`src/design/adsr_pkg.sv`:
```
// shared types, codes and widths for the adsr envelope generator
// no dependencies; every other design file uses it by scoped names

package adsr_pkg;

  localparam int COUNT_BITS    = 24;
  localparam int FRAC_BITS     = 15;
  localparam int LEN_BITS      = 24;
  localparam int LVL_BITS      = 16;
  localparam int AMP_OUT_BITS  = 16;
  localparam int CMD_BITS      = 2;
  localparam int STAGE_BITS    = 2;
  localparam int CFG_IDX_BITS  = 3;
  localparam int CFG_DATA_BITS = 24;

  localparam int AMP_BITS     = FRAC_BITS + 1;
  localparam int QUO_BITS     = AMP_BITS;
  localparam int PROD_BITS    = LEN_BITS + AMP_BITS;
  localparam int SUM_BITS     = ((COUNT_BITS > LEN_BITS) ? COUNT_BITS : LEN_BITS) + 2;
  localparam int SUS_CMP_BITS = (LVL_BITS > AMP_BITS) ? LVL_BITS : AMP_BITS;
  localparam int DIV_CNT_BITS = $clog2(QUO_BITS + 1);

  localparam logic [AMP_BITS-1:0]   ONE_FX        = {1'b1, {FRAC_BITS{1'b0}}};
  localparam logic [COUNT_BITS-1:0] COUNT_MAX     = '1;
  localparam logic [LVL_BITS-1:0]   SUSTAIN_RESET = 16'd32768;

  typedef enum logic [CMD_BITS-1:0] {
    CMD_TICK    = 2'd0,
    CMD_PRESS   = 2'd1,
    CMD_RELEASE = 2'd2
  } cmd_t;

  typedef enum logic [CFG_IDX_BITS-1:0] {
    CFG_MODE    = 3'd0,
    CFG_ATTACK  = 3'd1,
    CFG_DECAY   = 3'd2,
    CFG_HOLD    = 3'd3,
    CFG_RELEASE = 3'd4,
    CFG_SUSTAIN = 3'd5
  } cfg_idx_t;

  typedef enum logic {
    MODE_ADSR  = 1'b0,
    MODE_ADHSR = 1'b1
  } mode_t;

  typedef enum logic [STAGE_BITS-1:0] {
    STAGE_ATTACK  = 2'd0,
    STAGE_DECAY   = 2'd1,
    STAGE_SUSTAIN = 2'd2,
    STAGE_RELEASE = 2'd3
  } stage_t;

  typedef enum logic [2:0] {
    AMP_QUOT      = 3'd0,
    AMP_ONE_MINUS = 3'd1,
    AMP_SUS_MINUS = 3'd2,
    AMP_SUS       = 3'd3,
    AMP_ZERO      = 3'd4
  } amp_kind_t;

  typedef enum logic [2:0] {
    ST_IDLE      = 3'd0,
    ST_CLASSIFY  = 3'd1,
    ST_MULT      = 3'd2,
    ST_DIV_START = 3'd3,
    ST_DIV_WAIT  = 3'd4,
    ST_OUT       = 3'd5
  } ctrl_state_t;

  typedef struct packed {
    logic accept;
    logic classify;
    logic mult;
    logic div_start;
    logic out_load;
  } dp_cmd_t;

  typedef struct packed {
    logic is_tick;
    logic div_done;
  } dp_status_t;

endpackage

```
`src/design/adsr_if.sv`:
```
// valid/ready channel interfaces for command words and envelope result words
// depends on adsr_pkg

interface adsr_in_if;
  logic                           valid;
  logic                           ready;
  logic [adsr_pkg::CMD_BITS-1:0]  command;
  logic [adsr_pkg::LEN_BITS-1:0]  release_at;

  modport source (output valid, command, release_at, input ready);
  modport sink   (input valid, command, release_at, output ready);
endinterface

interface adsr_out_if;
  logic                              valid;
  logic                              ready;
  logic [adsr_pkg::AMP_OUT_BITS-1:0] amplitude;
  logic [adsr_pkg::STAGE_BITS-1:0]   stage;
  logic                              finished;

  modport source (output valid, amplitude, stage, finished, input ready);
  modport sink   (input valid, amplitude, stage, finished, output ready);
endinterface

```
`src/design/adsr_envelope_generator_core.sv`:
```
// top level of the linear adsr / adhsr envelope generator
// depends on adsr_pkg, adsr_if, adsr_ctrl and adsr_dp
//
// One command word is taken at a time. A press or release request is absorbed
// in its accept cycle and yields no result; the block is ready again at once.
// A tick yields one result word and occupies the block from accept to the next
// possible accept: phase select, the 24 by 16 multiply and divider load,
// then one quotient bit per cycle in the restoring divider (Q1.15), then
// the result register. A finished result waits in its register while the
// next command is accepted; a tick that completes before that result is
// taken stalls until the register frees up.
// Configuration writes land on the next edge and should be made while no tick
// is in progress. The sample counter saturates at its maximum.

module adsr_envelope_generator_core (
  input  logic                                clk,
  input  logic                                rst_n,
  input  logic                                cfg_we,
  input  logic [adsr_pkg::CFG_IDX_BITS-1:0]   cfg_index,
  input  logic [adsr_pkg::CFG_DATA_BITS-1:0]  cfg_wdata,
  adsr_in_if.sink                             in_ch,
  adsr_out_if.source                          out_ch
);

  adsr_pkg::dp_cmd_t    dp_cmd;
  adsr_pkg::dp_status_t dp_status;
  logic                 out_valid;
  logic                 in_ready;

  adsr_ctrl u_ctrl (
    .clk       (clk),
    .rst_n     (rst_n),
    .in_valid  (in_ch.valid),
    .in_ready  (in_ready),
    .out_valid (out_valid),
    .out_ready (out_ch.ready),
    .status    (dp_status),
    .cmd       (dp_cmd)
  );

  adsr_dp u_dp (
    .clk           (clk),
    .rst_n         (rst_n),
    .cfg_we        (cfg_we),
    .cfg_index     (cfg_index),
    .cfg_wdata     (cfg_wdata),
    .in_command    (in_ch.command),
    .in_release_at (in_ch.release_at),
    .cmd           (dp_cmd),
    .status        (dp_status),
    .out_amplitude (out_ch.amplitude),
    .out_stage     (out_ch.stage),
    .out_finished  (out_ch.finished)
  );

  assign in_ch.ready  = in_ready;
  assign out_ch.valid = out_valid;

`ifndef ASSERT_OFF
  a_no_overwrite: assert property (@(posedge clk) disable iff (!rst_n)
    dp_cmd.out_load |-> (!out_ch.valid || out_ch.ready))
    else $error("result word overwritten before it was taken");

  a_tick_starts: assert property (@(posedge clk) disable iff (!rst_n)
    (dp_cmd.accept && dp_status.is_tick) |=> dp_cmd.classify)
    else $error("accepted tick did not start phase select");

  a_div_latency: assert property (@(posedge clk) disable iff (!rst_n)
    dp_cmd.div_start |=> !dp_status.div_done)
    else $error("divider reported done right after start");

  a_idle_while_busy: assert property (@(posedge clk) disable iff (!rst_n)
    (dp_cmd.classify || dp_cmd.mult || dp_cmd.div_start) |-> !in_ch.ready)
    else $error("input accepted while a tick is in progress");
`endif

endmodule

```
`src/design/adsr_div.sv`:
```
// restoring divider, one quotient bit per cycle, quotient known to fit QUO_BITS
// depends on adsr_pkg

module adsr_div (
  input  logic                              clk,
  input  logic                              rst_n,
  input  logic                              start,
  input  logic [adsr_pkg::PROD_BITS-1:0]    num,
  input  logic [adsr_pkg::LEN_BITS-1:0]     den,
  output logic                              done,
  output logic [adsr_pkg::QUO_BITS-1:0]     quo
);

  logic [adsr_pkg::LEN_BITS-1:0]     rem_r;
  logic [adsr_pkg::QUO_BITS-1:0]     nlo_r;
  logic [adsr_pkg::QUO_BITS-1:0]     quo_r;
  logic [adsr_pkg::DIV_CNT_BITS-1:0] cnt_r;
  logic                              busy_r;
  logic                              done_r;

  logic [adsr_pkg::LEN_BITS:0] trial;
  logic [adsr_pkg::LEN_BITS:0] diff;
  logic                        fits;

  assign trial = {rem_r, nlo_r[adsr_pkg::QUO_BITS-1]};
  assign fits  = trial >= {1'b0, den};
  assign diff  = trial - {1'b0, den};

  always_ff @(posedge clk) begin
    if (!rst_n) begin
      busy_r <= 1'b0;
      cnt_r  <= '0;
      done_r <= 1'b0;
    end else begin
      done_r <= busy_r && (cnt_r == adsr_pkg::DIV_CNT_BITS'(1));
      if (start) begin
        busy_r <= 1'b1;
        cnt_r  <= adsr_pkg::DIV_CNT_BITS'(adsr_pkg::QUO_BITS);
      end else if (busy_r) begin
        cnt_r <= cnt_r - adsr_pkg::DIV_CNT_BITS'(1);
        if (cnt_r == adsr_pkg::DIV_CNT_BITS'(1)) begin
          busy_r <= 1'b0;
        end
      end
    end
  end

  always_ff @(posedge clk) begin
    if (start) begin
      rem_r <= num[adsr_pkg::PROD_BITS-1:adsr_pkg::QUO_BITS];
      nlo_r <= num[adsr_pkg::QUO_BITS-1:0];
      quo_r <= '0;
    end else if (busy_r) begin
      rem_r <= fits ? diff[adsr_pkg::LEN_BITS-1:0] : trial[adsr_pkg::LEN_BITS-1:0];
      nlo_r <= {nlo_r[adsr_pkg::QUO_BITS-2:0], 1'b0};
      quo_r <= {quo_r[adsr_pkg::QUO_BITS-2:0], fits};
    end
  end

  assign done = done_r;
  assign quo  = quo_r;

endmodule

```
`src/design/adsr_dp.sv`:
```
// envelope datapath: config registers, sample counter, phase select, multiply,
// divide and output register; depends on adsr_pkg and adsr_div

module adsr_dp (
  input  logic                                clk,
  input  logic                                rst_n,
  input  logic                                cfg_we,
  input  logic [adsr_pkg::CFG_IDX_BITS-1:0]   cfg_index,
  input  logic [adsr_pkg::CFG_DATA_BITS-1:0]  cfg_wdata,
  input  logic [adsr_pkg::CMD_BITS-1:0]       in_command,
  input  logic [adsr_pkg::LEN_BITS-1:0]       in_release_at,
  input  adsr_pkg::dp_cmd_t                   cmd,
  output adsr_pkg::dp_status_t                status,
  output logic [adsr_pkg::AMP_OUT_BITS-1:0]   out_amplitude,
  output logic [adsr_pkg::STAGE_BITS-1:0]     out_stage,
  output logic                                out_finished
);

  adsr_pkg::mode_t                 mode_r;
  logic [adsr_pkg::LEN_BITS-1:0]   attack_len_r;
  logic [adsr_pkg::LEN_BITS-1:0]   decay_len_r;
  logic [adsr_pkg::LEN_BITS-1:0]   hold_len_r;
  logic [adsr_pkg::LEN_BITS-1:0]   release_len_r;
  logic [adsr_pkg::LVL_BITS-1:0]   sustain_level_r;

  logic [adsr_pkg::COUNT_BITS-1:0] sample_count_r;
  logic [adsr_pkg::COUNT_BITS-1:0] release_pos_r;
  logic [adsr_pkg::COUNT_BITS-1:0] count_nxt;

  adsr_pkg::stage_t                stage_r;
  adsr_pkg::amp_kind_t             kind_r;
  logic [adsr_pkg::LEN_BITS-1:0]   x_r;
  logic [adsr_pkg::AMP_BITS-1:0]   y_r;
  logic [adsr_pkg::LEN_BITS-1:0]   den_r;
  logic                            fin_r;
  logic [adsr_pkg::AMP_BITS-1:0]   sus_r;
  logic [adsr_pkg::PROD_BITS-1:0]  prod_r;

  logic [adsr_pkg::AMP_OUT_BITS-1:0] out_amp_r;
  adsr_pkg::stage_t                  out_stage_r;
  logic                              out_fin_r;

  logic [adsr_pkg::SUM_BITS-1:0] s_ext, a_ext, d_ext, h_ext, r_ext, rp_ext, nx_ext;
  logic [adsr_pkg::SUM_BITS-1:0] ad, adh, adhr, start_pos, rel_d_full;
  logic [adsr_pkg::LEN_BITS-1:0] rel_d;
  logic [adsr_pkg::AMP_BITS-1:0] sus;
  logic                          fin;

  adsr_pkg::stage_t              stage_c;
  adsr_pkg::amp_kind_t           kind_c;
  logic [adsr_pkg::LEN_BITS-1:0] x_c;
  logic [adsr_pkg::AMP_BITS-1:0] y_c;
  logic [adsr_pkg::LEN_BITS-1:0] den_c;

  logic [adsr_pkg::QUO_BITS-1:0] quo;
  logic                          div_done;
  logic [adsr_pkg::AMP_BITS-1:0] amp;

  // configuration
  always_ff @(posedge clk) begin
    if (!rst_n) begin
      mode_r          <= adsr_pkg::MODE_ADSR;
      attack_len_r    <= '0;
      decay_len_r     <= '0;
      hold_len_r      <= '0;
      release_len_r   <= '0;
      sustain_level_r <= adsr_pkg::SUSTAIN_RESET;
    end else if (cfg_we) begin
      unique case (cfg_index)
        adsr_pkg::CFG_MODE:    mode_r          <= adsr_pkg::mode_t'(cfg_wdata[0]);
        adsr_pkg::CFG_ATTACK:  attack_len_r    <= cfg_wdata[adsr_pkg::LEN_BITS-1:0];
        adsr_pkg::CFG_DECAY:   decay_len_r     <= cfg_wdata[adsr_pkg::LEN_BITS-1:0];
        adsr_pkg::CFG_HOLD:    hold_len_r      <= cfg_wdata[adsr_pkg::LEN_BITS-1:0];
        adsr_pkg::CFG_RELEASE: release_len_r   <= cfg_wdata[adsr_pkg::LEN_BITS-1:0];
        adsr_pkg::CFG_SUSTAIN: sustain_level_r <= cfg_wdata[adsr_pkg::LVL_BITS-1:0];
        default: ;
      endcase
    end
  end

  // phase select
  always_comb begin
    s_ext  = adsr_pkg::SUM_BITS'(sample_count_r);
    a_ext  = adsr_pkg::SUM_BITS'(attack_len_r);
    d_ext  = adsr_pkg::SUM_BITS'(decay_len_r);
    h_ext  = adsr_pkg::SUM_BITS'(hold_len_r);
    r_ext  = adsr_pkg::SUM_BITS'(release_len_r);
    rp_ext = adsr_pkg::SUM_BITS'(release_pos_r);
    ad     = a_ext + d_ext;
    adh    = ad + h_ext;
    adhr   = adh + r_ext;

    if (adsr_pkg::SUS_CMP_BITS'(sustain_level_r) > adsr_pkg::SUS_CMP_BITS'(adsr_pkg::ONE_FX)) begin
      sus = adsr_pkg::ONE_FX;
    end else begin
      sus = adsr_pkg::AMP_BITS'(sustain_level_r);
    end

    start_pos  = (rp_ext > ad) ? rp_ext : ad;
    rel_d_full = s_ext - ((mode_r == adsr_pkg::MODE_ADSR) ? start_pos : adh);
    rel_d      = (rel_d_full > r_ext) ? release_len_r
                                      : rel_d_full[adsr_pkg::LEN_BITS-1:0];

    priority if (s_ext < a_ext) begin
      stage_c = adsr_pkg::STAGE_ATTACK;
      kind_c  = adsr_pkg::AMP_QUOT;
      x_c     = s_ext[adsr_pkg::LEN_BITS-1:0];
      y_c     = adsr_pkg::ONE_FX;
      den_c   = attack_len_r;
    end else if (s_ext < ad) begin
      stage_c = adsr_pkg::STAGE_DECAY;
      kind_c  = adsr_pkg::AMP_ONE_MINUS;
      x_c     = adsr_pkg::LEN_BITS'(s_ext - a_ext);
      y_c     = adsr_pkg::ONE_FX - sus;
      den_c   = decay_len_r;
    end else if ((mode_r == adsr_pkg::MODE_ADSR && (rp_ext == '0 || s_ext < rp_ext)) ||
                 (mode_r == adsr_pkg::MODE_ADHSR && s_ext < adh)) begin
      stage_c = adsr_pkg::STAGE_SUSTAIN;
      kind_c  = adsr_pkg::AMP_SUS;
      x_c     = '0;
      y_c     = '0;
      den_c   = adsr_pkg::LEN_BITS'(1);
    end else begin
      stage_c = adsr_pkg::STAGE_RELEASE;
      kind_c  = (release_len_r == '0) ? adsr_pkg::AMP_ZERO : adsr_pkg::AMP_SUS_MINUS;
      x_c     = rel_d;
      y_c     = sus;
      den_c   = release_len_r;
    end

    count_nxt = (sample_count_r == adsr_pkg::COUNT_MAX) ? sample_count_r
                : sample_count_r + adsr_pkg::COUNT_BITS'(1);
    nx_ext    = adsr_pkg::SUM_BITS'(count_nxt);
    if (mode_r == adsr_pkg::MODE_ADSR) begin
      fin = (rp_ext != '0) && (nx_ext >= rp_ext) && ((nx_ext - rp_ext) >= r_ext);
    end else begin
      fin = nx_ext > adhr;
    end
  end

  // envelope state
  always_ff @(posedge clk) begin
    if (!rst_n) begin
      sample_count_r <= '0;
      release_pos_r  <= '0;
    end else if (cmd.accept) begin
      unique case (in_command)
        adsr_pkg::CMD_PRESS: begin
          sample_count_r <= '0;
          release_pos_r  <= '0;
        end
        adsr_pkg::CMD_RELEASE: release_pos_r <= adsr_pkg::COUNT_BITS'(in_release_at);
        default: ;
      endcase
    end else if (cmd.classify) begin
      sample_count_r <= count_nxt;
    end
  end

  always_ff @(posedge clk) begin
    if (cmd.classify) begin
      stage_r <= stage_c;
      kind_r  <= kind_c;
      x_r     <= x_c;
      y_r     <= y_c;
      den_r   <= den_c;
      fin_r   <= fin;
      sus_r   <= sus;
    end
    if (cmd.mult) begin
      prod_r <= adsr_pkg::PROD_BITS'(x_r) * adsr_pkg::PROD_BITS'(y_r);
    end
  end

  adsr_div u_div (
    .clk   (clk),
    .rst_n (rst_n),
    .start (cmd.div_start),
    .num   (prod_r),
    .den   (den_r),
    .done  (div_done),
    .quo   (quo)
  );

  always_comb begin
    unique case (kind_r)
      adsr_pkg::AMP_QUOT:      amp = quo;
      adsr_pkg::AMP_ONE_MINUS: amp = adsr_pkg::ONE_FX - quo;
      adsr_pkg::AMP_SUS_MINUS: amp = sus_r - quo;
      adsr_pkg::AMP_SUS:       amp = sus_r;
      default:                 amp = '0;
    endcase
  end

  always_ff @(posedge clk) begin
    if (cmd.out_load) begin
      out_amp_r   <= adsr_pkg::AMP_OUT_BITS'(amp);
      out_stage_r <= stage_r;
      out_fin_r   <= fin_r;
    end
  end

  assign status.is_tick  = (in_command == adsr_pkg::CMD_TICK);
  assign status.div_done = div_done;
  assign out_amplitude   = out_amp_r;
  assign out_stage       = out_stage_r;
  assign out_finished    = out_fin_r;

endmodule

```
`src/design/adsr_ctrl.sv`:
```
// envelope controller: sequences phase select, multiply, divide and output load
// depends on adsr_pkg

module adsr_ctrl (
  input  logic                  clk,
  input  logic                  rst_n,
  input  logic                  in_valid,
  output logic                  in_ready,
  output logic                  out_valid,
  input  logic                  out_ready,
  input  adsr_pkg::dp_status_t  status,
  output adsr_pkg::dp_cmd_t     cmd
);

  adsr_pkg::ctrl_state_t state_r, state_nxt;
  logic                  out_valid_r, out_valid_nxt;
  logic                  slot_free;

  assign slot_free = !out_valid_r || out_ready;

  always_comb begin
    state_nxt = state_r;
    unique case (state_r)
      adsr_pkg::ST_IDLE: begin
        if (in_valid && status.is_tick) begin
          state_nxt = adsr_pkg::ST_CLASSIFY;
        end
      end
      adsr_pkg::ST_CLASSIFY:  state_nxt = adsr_pkg::ST_MULT;
      adsr_pkg::ST_MULT:      state_nxt = adsr_pkg::ST_DIV_START;
      adsr_pkg::ST_DIV_START: state_nxt = adsr_pkg::ST_DIV_WAIT;
      adsr_pkg::ST_DIV_WAIT: begin
        if (status.div_done) begin
          state_nxt = adsr_pkg::ST_OUT;
        end
      end
      adsr_pkg::ST_OUT: begin
        if (slot_free) begin
          state_nxt = adsr_pkg::ST_IDLE;
        end
      end
      default: state_nxt = adsr_pkg::ST_IDLE;
    endcase
  end

  always_comb begin
    in_ready      = (state_r == adsr_pkg::ST_IDLE);
    cmd.accept    = in_valid && (state_r == adsr_pkg::ST_IDLE);
    cmd.classify  = (state_r == adsr_pkg::ST_CLASSIFY);
    cmd.mult      = (state_r == adsr_pkg::ST_MULT);
    cmd.div_start = (state_r == adsr_pkg::ST_DIV_START);
    cmd.out_load  = (state_r == adsr_pkg::ST_OUT) && slot_free;
    if (cmd.out_load) begin
      out_valid_nxt = 1'b1;
    end else if (out_ready) begin
      out_valid_nxt = 1'b0;
    end else begin
      out_valid_nxt = out_valid_r;
    end
  end

  always_ff @(posedge clk) begin
    if (!rst_n) begin
      state_r     <= adsr_pkg::ST_IDLE;
      out_valid_r <= 1'b0;
    end else begin
      state_r     <= state_nxt;
      out_valid_r <= out_valid_nxt;
    end
  end

  assign out_valid = out_valid_r;

endmodule
```
`src/flat_wrapper.sv`:
```
// flat-port wrapper written by rule: the top's interface ports become plain ports
module adsr_envelope_generator_core_flat 
  (clk, rst_n, cfg_we, cfg_index, cfg_wdata, in_ch_valid, in_ch_command, in_ch_release_at, in_ch_ready, out_ch_valid, out_ch_amplitude, out_ch_stage, out_ch_finished, out_ch_ready);
  adsr_in_if in_ch_i ();
  adsr_out_if out_ch_i ();
  input  logic clk;
  input  logic rst_n;
  input  logic cfg_we;
  input  logic [adsr_pkg::CFG_IDX_BITS-1:0] cfg_index;
  input  logic [adsr_pkg::CFG_DATA_BITS-1:0] cfg_wdata;
  input wire logic [$bits(in_ch_i.valid)-1:0] in_ch_valid;
  input wire logic [$bits(in_ch_i.command)-1:0] in_ch_command;
  input wire logic [$bits(in_ch_i.release_at)-1:0] in_ch_release_at;
  output wire logic [$bits(in_ch_i.ready)-1:0] in_ch_ready;
  output wire logic [$bits(out_ch_i.valid)-1:0] out_ch_valid;
  output wire logic [$bits(out_ch_i.amplitude)-1:0] out_ch_amplitude;
  output wire logic [$bits(out_ch_i.stage)-1:0] out_ch_stage;
  output wire logic [$bits(out_ch_i.finished)-1:0] out_ch_finished;
  input wire logic [$bits(out_ch_i.ready)-1:0] out_ch_ready;
  assign in_ch_i.valid = in_ch_valid;
  assign in_ch_i.command = in_ch_command;
  assign in_ch_i.release_at = in_ch_release_at;
  assign in_ch_ready = in_ch_i.ready;
  assign out_ch_valid = out_ch_i.valid;
  assign out_ch_amplitude = out_ch_i.amplitude;
  assign out_ch_stage = out_ch_i.stage;
  assign out_ch_finished = out_ch_i.finished;
  assign out_ch_i.ready = out_ch_ready;
  adsr_envelope_generator_core u_core (.clk(clk), .rst_n(rst_n), .cfg_we(cfg_we), .cfg_index(cfg_index), .cfg_wdata(cfg_wdata), .in_ch(in_ch_i), .out_ch(out_ch_i));
endmodule
```
`config.mk`:
```
export PLATFORM = sky130hd
export DESIGN_NAME = adsr_envelope_generator_core_flat
export DESIGN_NICKNAME = d
export VERILOG_FILES = /design/src/design/adsr_pkg.sv /design/src/design/adsr_if.sv /design/src/design/adsr_envelope_generator_core.sv /design/src/design/adsr_div.sv /design/src/design/adsr_dp.sv /design/src/design/adsr_ctrl.sv /design/src/flat_wrapper.sv
export SDC_FILE = /design/constraint.sdc
export NUM_CORES = 2
export LEC_CHECK = 0
export CORE_AREA = 2 2 265 267
export CTS_CLUSTER_SIZE = 12
export DETAILED_ROUTE_END_ITERATION = 7
export DIE_AREA = 0 0 267 269
export DONT_BUFFER_PORTS = 1
export PLACE_DENSITY_LB_ADDON = 0.2
export SETUP_SLACK_MARGIN = 0.15
export SYNTH_ARGS = -nofsm -noshare
export SYNTH_HDL_FRONTEND = slang
export SYNTH_SLANG_ARGS = --single-unit
```
`constraint.sdc`:
```
create_clock -name clk -period 9.71 [get_ports clk]
set_clock_uncertainty 0.1 [all_clocks]
set_input_delay 1.942 -clock clk [delete_from_list [all_inputs] [get_ports clk]]
set_output_delay 1.942 -clock clk [all_outputs]
set_load 0.1 [all_outputs]
```
==> run_summary.xml <==
<?xml version="1.0" encoding="UTF-8"?>
<metrics>
  <group name="clock_network">
    <metric name="hold_buffer_count_at_cts" unit="">0</metric>
    <metric name="h-tree-depth" unit="">2</metric>
    <metric name="cts_tree" unit="">built</metric>
    <metric name="tritoncts.num_buffers" unit="">46</metric>
    <metric name="cts_root_buffer" unit="">sky130_fd_sc_hd__clkbuf_16</metric>
    <metric name="cts.sinks" unit="">373</metric>
    <metric name="clkSlewWorstSetupHoldPaths" unit="ns">0.07</metric>
    <metric name="clock_insertion_delay_at_the_later_pin_of_the_skew_report" unit="ns">0.63</metric>
    <metric name="clock_tree.buffer_depth" unit="">3</metric>
  </group>
  <group name="run">
    <metric name="cap_violations" unit="">0</metric>
  </group>
  <group name="global_routing">
    <metric name="grt_pass1_vias" unit="">35000</metric>
    <metric name="antenna_found_initial" unit="">4</metric>
    <metric name="grt.total_usage" unit="">0.376</metric>
    <metric name="met1_usage" unit="">0.458</metric>
    <metric name="use_met2" unit="">0.612</metric>
    <metric name="busiest_layer_in_global_routing" unit="">met2</metric>
    <metric name="groute.layer.met3.usage" unit="">0.0576</metric>
    <metric name="largest_net_degree_at_the_start_of_global_routing" unit="">170</metric>
    <metric name="wire_length_of_the_first_global_routing_pass" unit="mm">204</metric>
    <metric name="global_route.overflow_total" unit="">0</metric>
  </group>
  <group name="final_layout">
    <metric name="stdcell_count" unit="">5851</metric>
    <metric name="nets" unit="">5701</metric>
    <metric name="drive_gt1_frac" unit="">0.0876</metric>
    <metric name="postLayoutCoreUtil" unit="">0.656</metric>
    <metric name="num-fill-cells" unit="">5885</metric>
    <metric name="synthToLayoutAreaGrowth" unit="%">10.5</metric>
  </group>
  <group name="synthesis">
    <metric name="synth_warnings" unit="">0</metric>
    <metric name="synth_area_leaders" unit="">sky130_fd_sc_hd__fa_1 15%, sky130_fd_sc_hd__ha_1 14%, sky130_fd_sc_hd__edfxtp_1 13%, sky130_fd_sc_hd__dfxtp_1 9.1%, sky130_fd_sc_hd__nand2_1 6.6%</metric>
    <metric name="synth_seq_cells" unit="">373</metric>
    <metric name="synthesis.area" unit="um^2">41200</metric>
    <metric name="synth_common_cells" unit="">723 x sky130_fd_sc_hd__nand2_1, 520 x sky130_fd_sc_hd__inv_1, 461 x sky130_fd_sc_hd__ha_1</metric>
    <metric name="synthDominantAreaCellType" unit="">sky130_fd_sc_hd__fa_1</metric>
    <metric name="synth.top_cell.area_share" unit="">0.153</metric>
    <metric name="post-synth-top-count-cell" unit="">sky130_fd_sc_hd__nand2_1</metric>
    <metric name="postSynthAreaPerCell" unit="um^2">8.62</metric>
    <metric name="edff_count_synth" unit="">185</metric>
    <metric name="yosys_most_used_dff" unit="">sky130_fd_sc_hd__dfxtp_1</metric>
    <metric name="synth_seq_area_share" unit="">0.226</metric>
    <metric name="synthesis.nets" unit="">5609</metric>
    <metric name="yosysUniqueCellTypes" unit="">88</metric>
    <metric name="number_of_instances_in_the_synthesized_netlist" unit="">4776</metric>
    <metric name="async_reset_ff_frac" unit="">0</metric>
  </group>
  <group name="hold_path">
    <metric name="min-delay-path-class" unit="">reg -&gt; reg</metric>
  </group>
  <group name="outcome">
    <metric name="run_status" unit="">complete, but fails checks</metric>
    <metric name="violated_checks" unit="">setup timing</metric>
  </group>
  <group name="sta">
    <metric name="min_period" unit="ns">9.80</metric>
    <metric name="max_clock_freq" unit="MHz">102</metric>
    <metric name="fin_ws" unit="ns">-0.0910</metric>
    <metric name="rsz_0062_raised_after_global_routing" unit="">true</metric>
    <metric name="timing_max_transition_violations_final" unit="">0</metric>
    <metric name="final-hold-violation-count" unit="">0</metric>
    <metric name="setup-tns-final" unit="ns">-1.49</metric>
    <metric name="final-setup-viol-count" unit="">24</metric>
    <metric name="maxSlewHeadroom" unit="">0.137</metric>
    <metric name="worst-slew-pin-transition" unit="ns">1.29</metric>
    <metric name="post-route-period-util" unit="">1.01</metric>
  </group>
  <group name="floorplan">
    <metric name="rows" unit="">97</metric>
    <metric name="area_inside_the_core_boundary" unit="um^2">69300</metric>
    <metric name="die_area" unit="um^2">71800</metric>
    <metric name="die_height" unit="um">269</metric>
    <metric name="ios" unit="">79</metric>
    <metric name="initial_utilization" unit="">0.594</metric>
    <metric name="die_width" unit="um">267</metric>
  </group>
  <group name="critical_path">
    <metric name="critical_path.most_common_cell" unit="">sky130_fd_sc_hd__o211ai_1</metric>
    <metric name="worst-r2r-setup-slack" unit="ns">-0.09</metric>
    <metric name="critical_path.slowest_cell" unit="">sky130_fd_sc_hd__fa_2</metric>
    <metric name="worst_setup_path_start_kind" unit="">flip-flop</metric>
    <metric name="crit_fanout" unit="">6</metric>
    <metric name="data_arrival_time_of_the_worst_path" unit="ns">10.03</metric>
    <metric name="critical_path.endpoint_type" unit="">flip-flop</metric>
    <metric name="cp_bufs_invs" unit="">7</metric>
    <metric name="cp_slowest_stage_delay" unit="ns">0.38</metric>
    <metric name="critical_path_class" unit="">reg -&gt; reg</metric>
    <metric name="timing.critical_path.required" unit="ns">9.94</metric>
    <metric name="path_delay_family" unit="">compound AO/OA/AOI/OAI gates</metric>
  </group>
  <group name="drt">
    <metric name="vias_after_detailed_routing" unit="">35600</metric>
    <metric name="totalWireLength" unit="mm">134</metric>
    <metric name="remaining_drc_errors" unit="">0</metric>
    <metric name="routed_wire_length_per_instance" unit="um">22.9</metric>
    <metric name="drt-initial-drc-count" unit="">2894</metric>
    <metric name="drt_pass1_iterations" unit="">6</metric>
    <metric name="postRouteAntennaNets" unit="">0</metric>
    <metric name="drt-vias-per-instance" unit="">6.09</metric>
  </group>
  <group name="placed_design">
    <metric name="place.detailed.hpwl" unit="mm">104</metric>
    <metric name="gp_congestion" unit="">1.07</metric>
    <metric name="dpl.cell_count" unit="">5701</metric>
    <metric name="portBuffers" unit="">0</metric>
  </group>
</metrics>
==> registers in the layout, summed over array words and instances (netlist names), 24 cells and up <==
signal,flops
u_core.u_dp.release_pos_r,24
u_core.u_dp.hold_len_r,24
u_core.u_dp.release_len_r,24
u_core.u_dp.den_r,24
u_core.u_dp.u_div.rem_r,24
u_core.u_dp.x_r,24
u_core.u_dp.prod_r,40
u_core.u_dp.sample_count_r,24
u_core.u_dp.attack_len_r,24
u_core.u_dp.decay_len_r,24
==> stage by stage <==
| step | worst slack, ns | cell area (um^2) | hold slack, ns |
|---|---|---|---|
| floorplan | 0.292 | 41200 | 0.300 |
| detailed placement | -0.498 | 43000 | 0.305 |
| global placement | -0.317 | 43000 | 0.307 |
| finish | -0.0910 | 45500 | 0.318 |
| CTS | 0.149 | 45100 | 0.319 |
| global route | -0.529 | 45500 | 0.333 |
==> cell type report <==
class	count	area (um^2)	area share
tap	940	1180	0.0259
antenna	5	12.5	0.000275
sequential	373	9320	0.205
timing repair buffer	226	1860	0.0410
multi-input combinational	3698	29600	0.651
inverter	523	1970	0.0432
clock buffer	65	1340	0.0295
clock inverter	21	200	0.00440
==> cells in the final DEF, fill, tap and decap left out, types with 147 or more instances in the layout <==
| cell type | n |
|---|---|
| sky130_fd_sc_hd__nor2_1 | 209 |
| sky130_fd_sc_hd__o21ai_0 | 147 |
| sky130_fd_sc_hd__edfxtp_1 | 185 |
| sky130_fd_sc_hd__buf_4 | 212 |
| sky130_fd_sc_hd__fa_1 | 312 |
| sky130_fd_sc_hd__a21oi_1 | 278 |
| sky130_fd_sc_hd__nand2_1 | 720 |
| sky130_fd_sc_hd__and2_1 | 148 |
| sky130_fd_sc_hd__inv_1 | 518 |
| sky130_fd_sc_hd__ha_1 | 457 |
| sky130_fd_sc_hd__dfxtp_1 | 186 |
| sky130_fd_sc_hd__a21boi_0 | 149 |
==> metal layers <==
layer / vias to the layer above / routed length [um]
met5: - / 0
met4: 0 / 11400
met3: 457 / 9970
met2: 1525 / 60800
met1: 17100 / 51700
li1: 16500 / -
==> worst register-to-register path, delay by kind of cell (launching register included) <==
kind / cells / cell delay [ns]
AOI/OAI and AO/OA: 26 / 4.59
muxes: 2 / 0.32
xor gates and xnor gates: 2 / 0.39
buffers and inverters: 7 / 0.88
adders and majority gates: 6 / 1.65
and+or+nand+nor: 10 / 1.24
DFF: 1 / 0.34
==> timing repair <==
item / in CTS / in global routing
buffers inserted: 49 / 6
pin swaps: 38 / 28
setup endpoints to repair: 24 / 61
resized for setup: 42 / 69
hold endpoints to repair: 0 / 0
cloned: 2 / 2
==> worst paths after layout <==
kind	depth (start not counted)	start	endpoint
max	53	u_core.u_dp.decay_len_r[0]	u_core.u_dp.x_r[4]
min	0	u_core.u_dp.fin_r	u_core.u_dp.out_finished
max reg2reg	53	u_core.u_dp.decay_len_r[0]	u_core.u_dp.x_r[4]
min reg2reg	0	u_core.u_dp.fin_r	u_core.u_dp.out_finished
==> logic make-up after synthesis <==
kind of cell	synth area share
compound gates	0.168
xor+xnor	0.0466
fa+ha+maj	0.293
buf+inv	0.0654
flops	0.226
mux	0.0252
simple gates	0.176
Power is not shown: default switching activity piles up to over one toggle a cycle in this logic, so the estimate is an artifact.
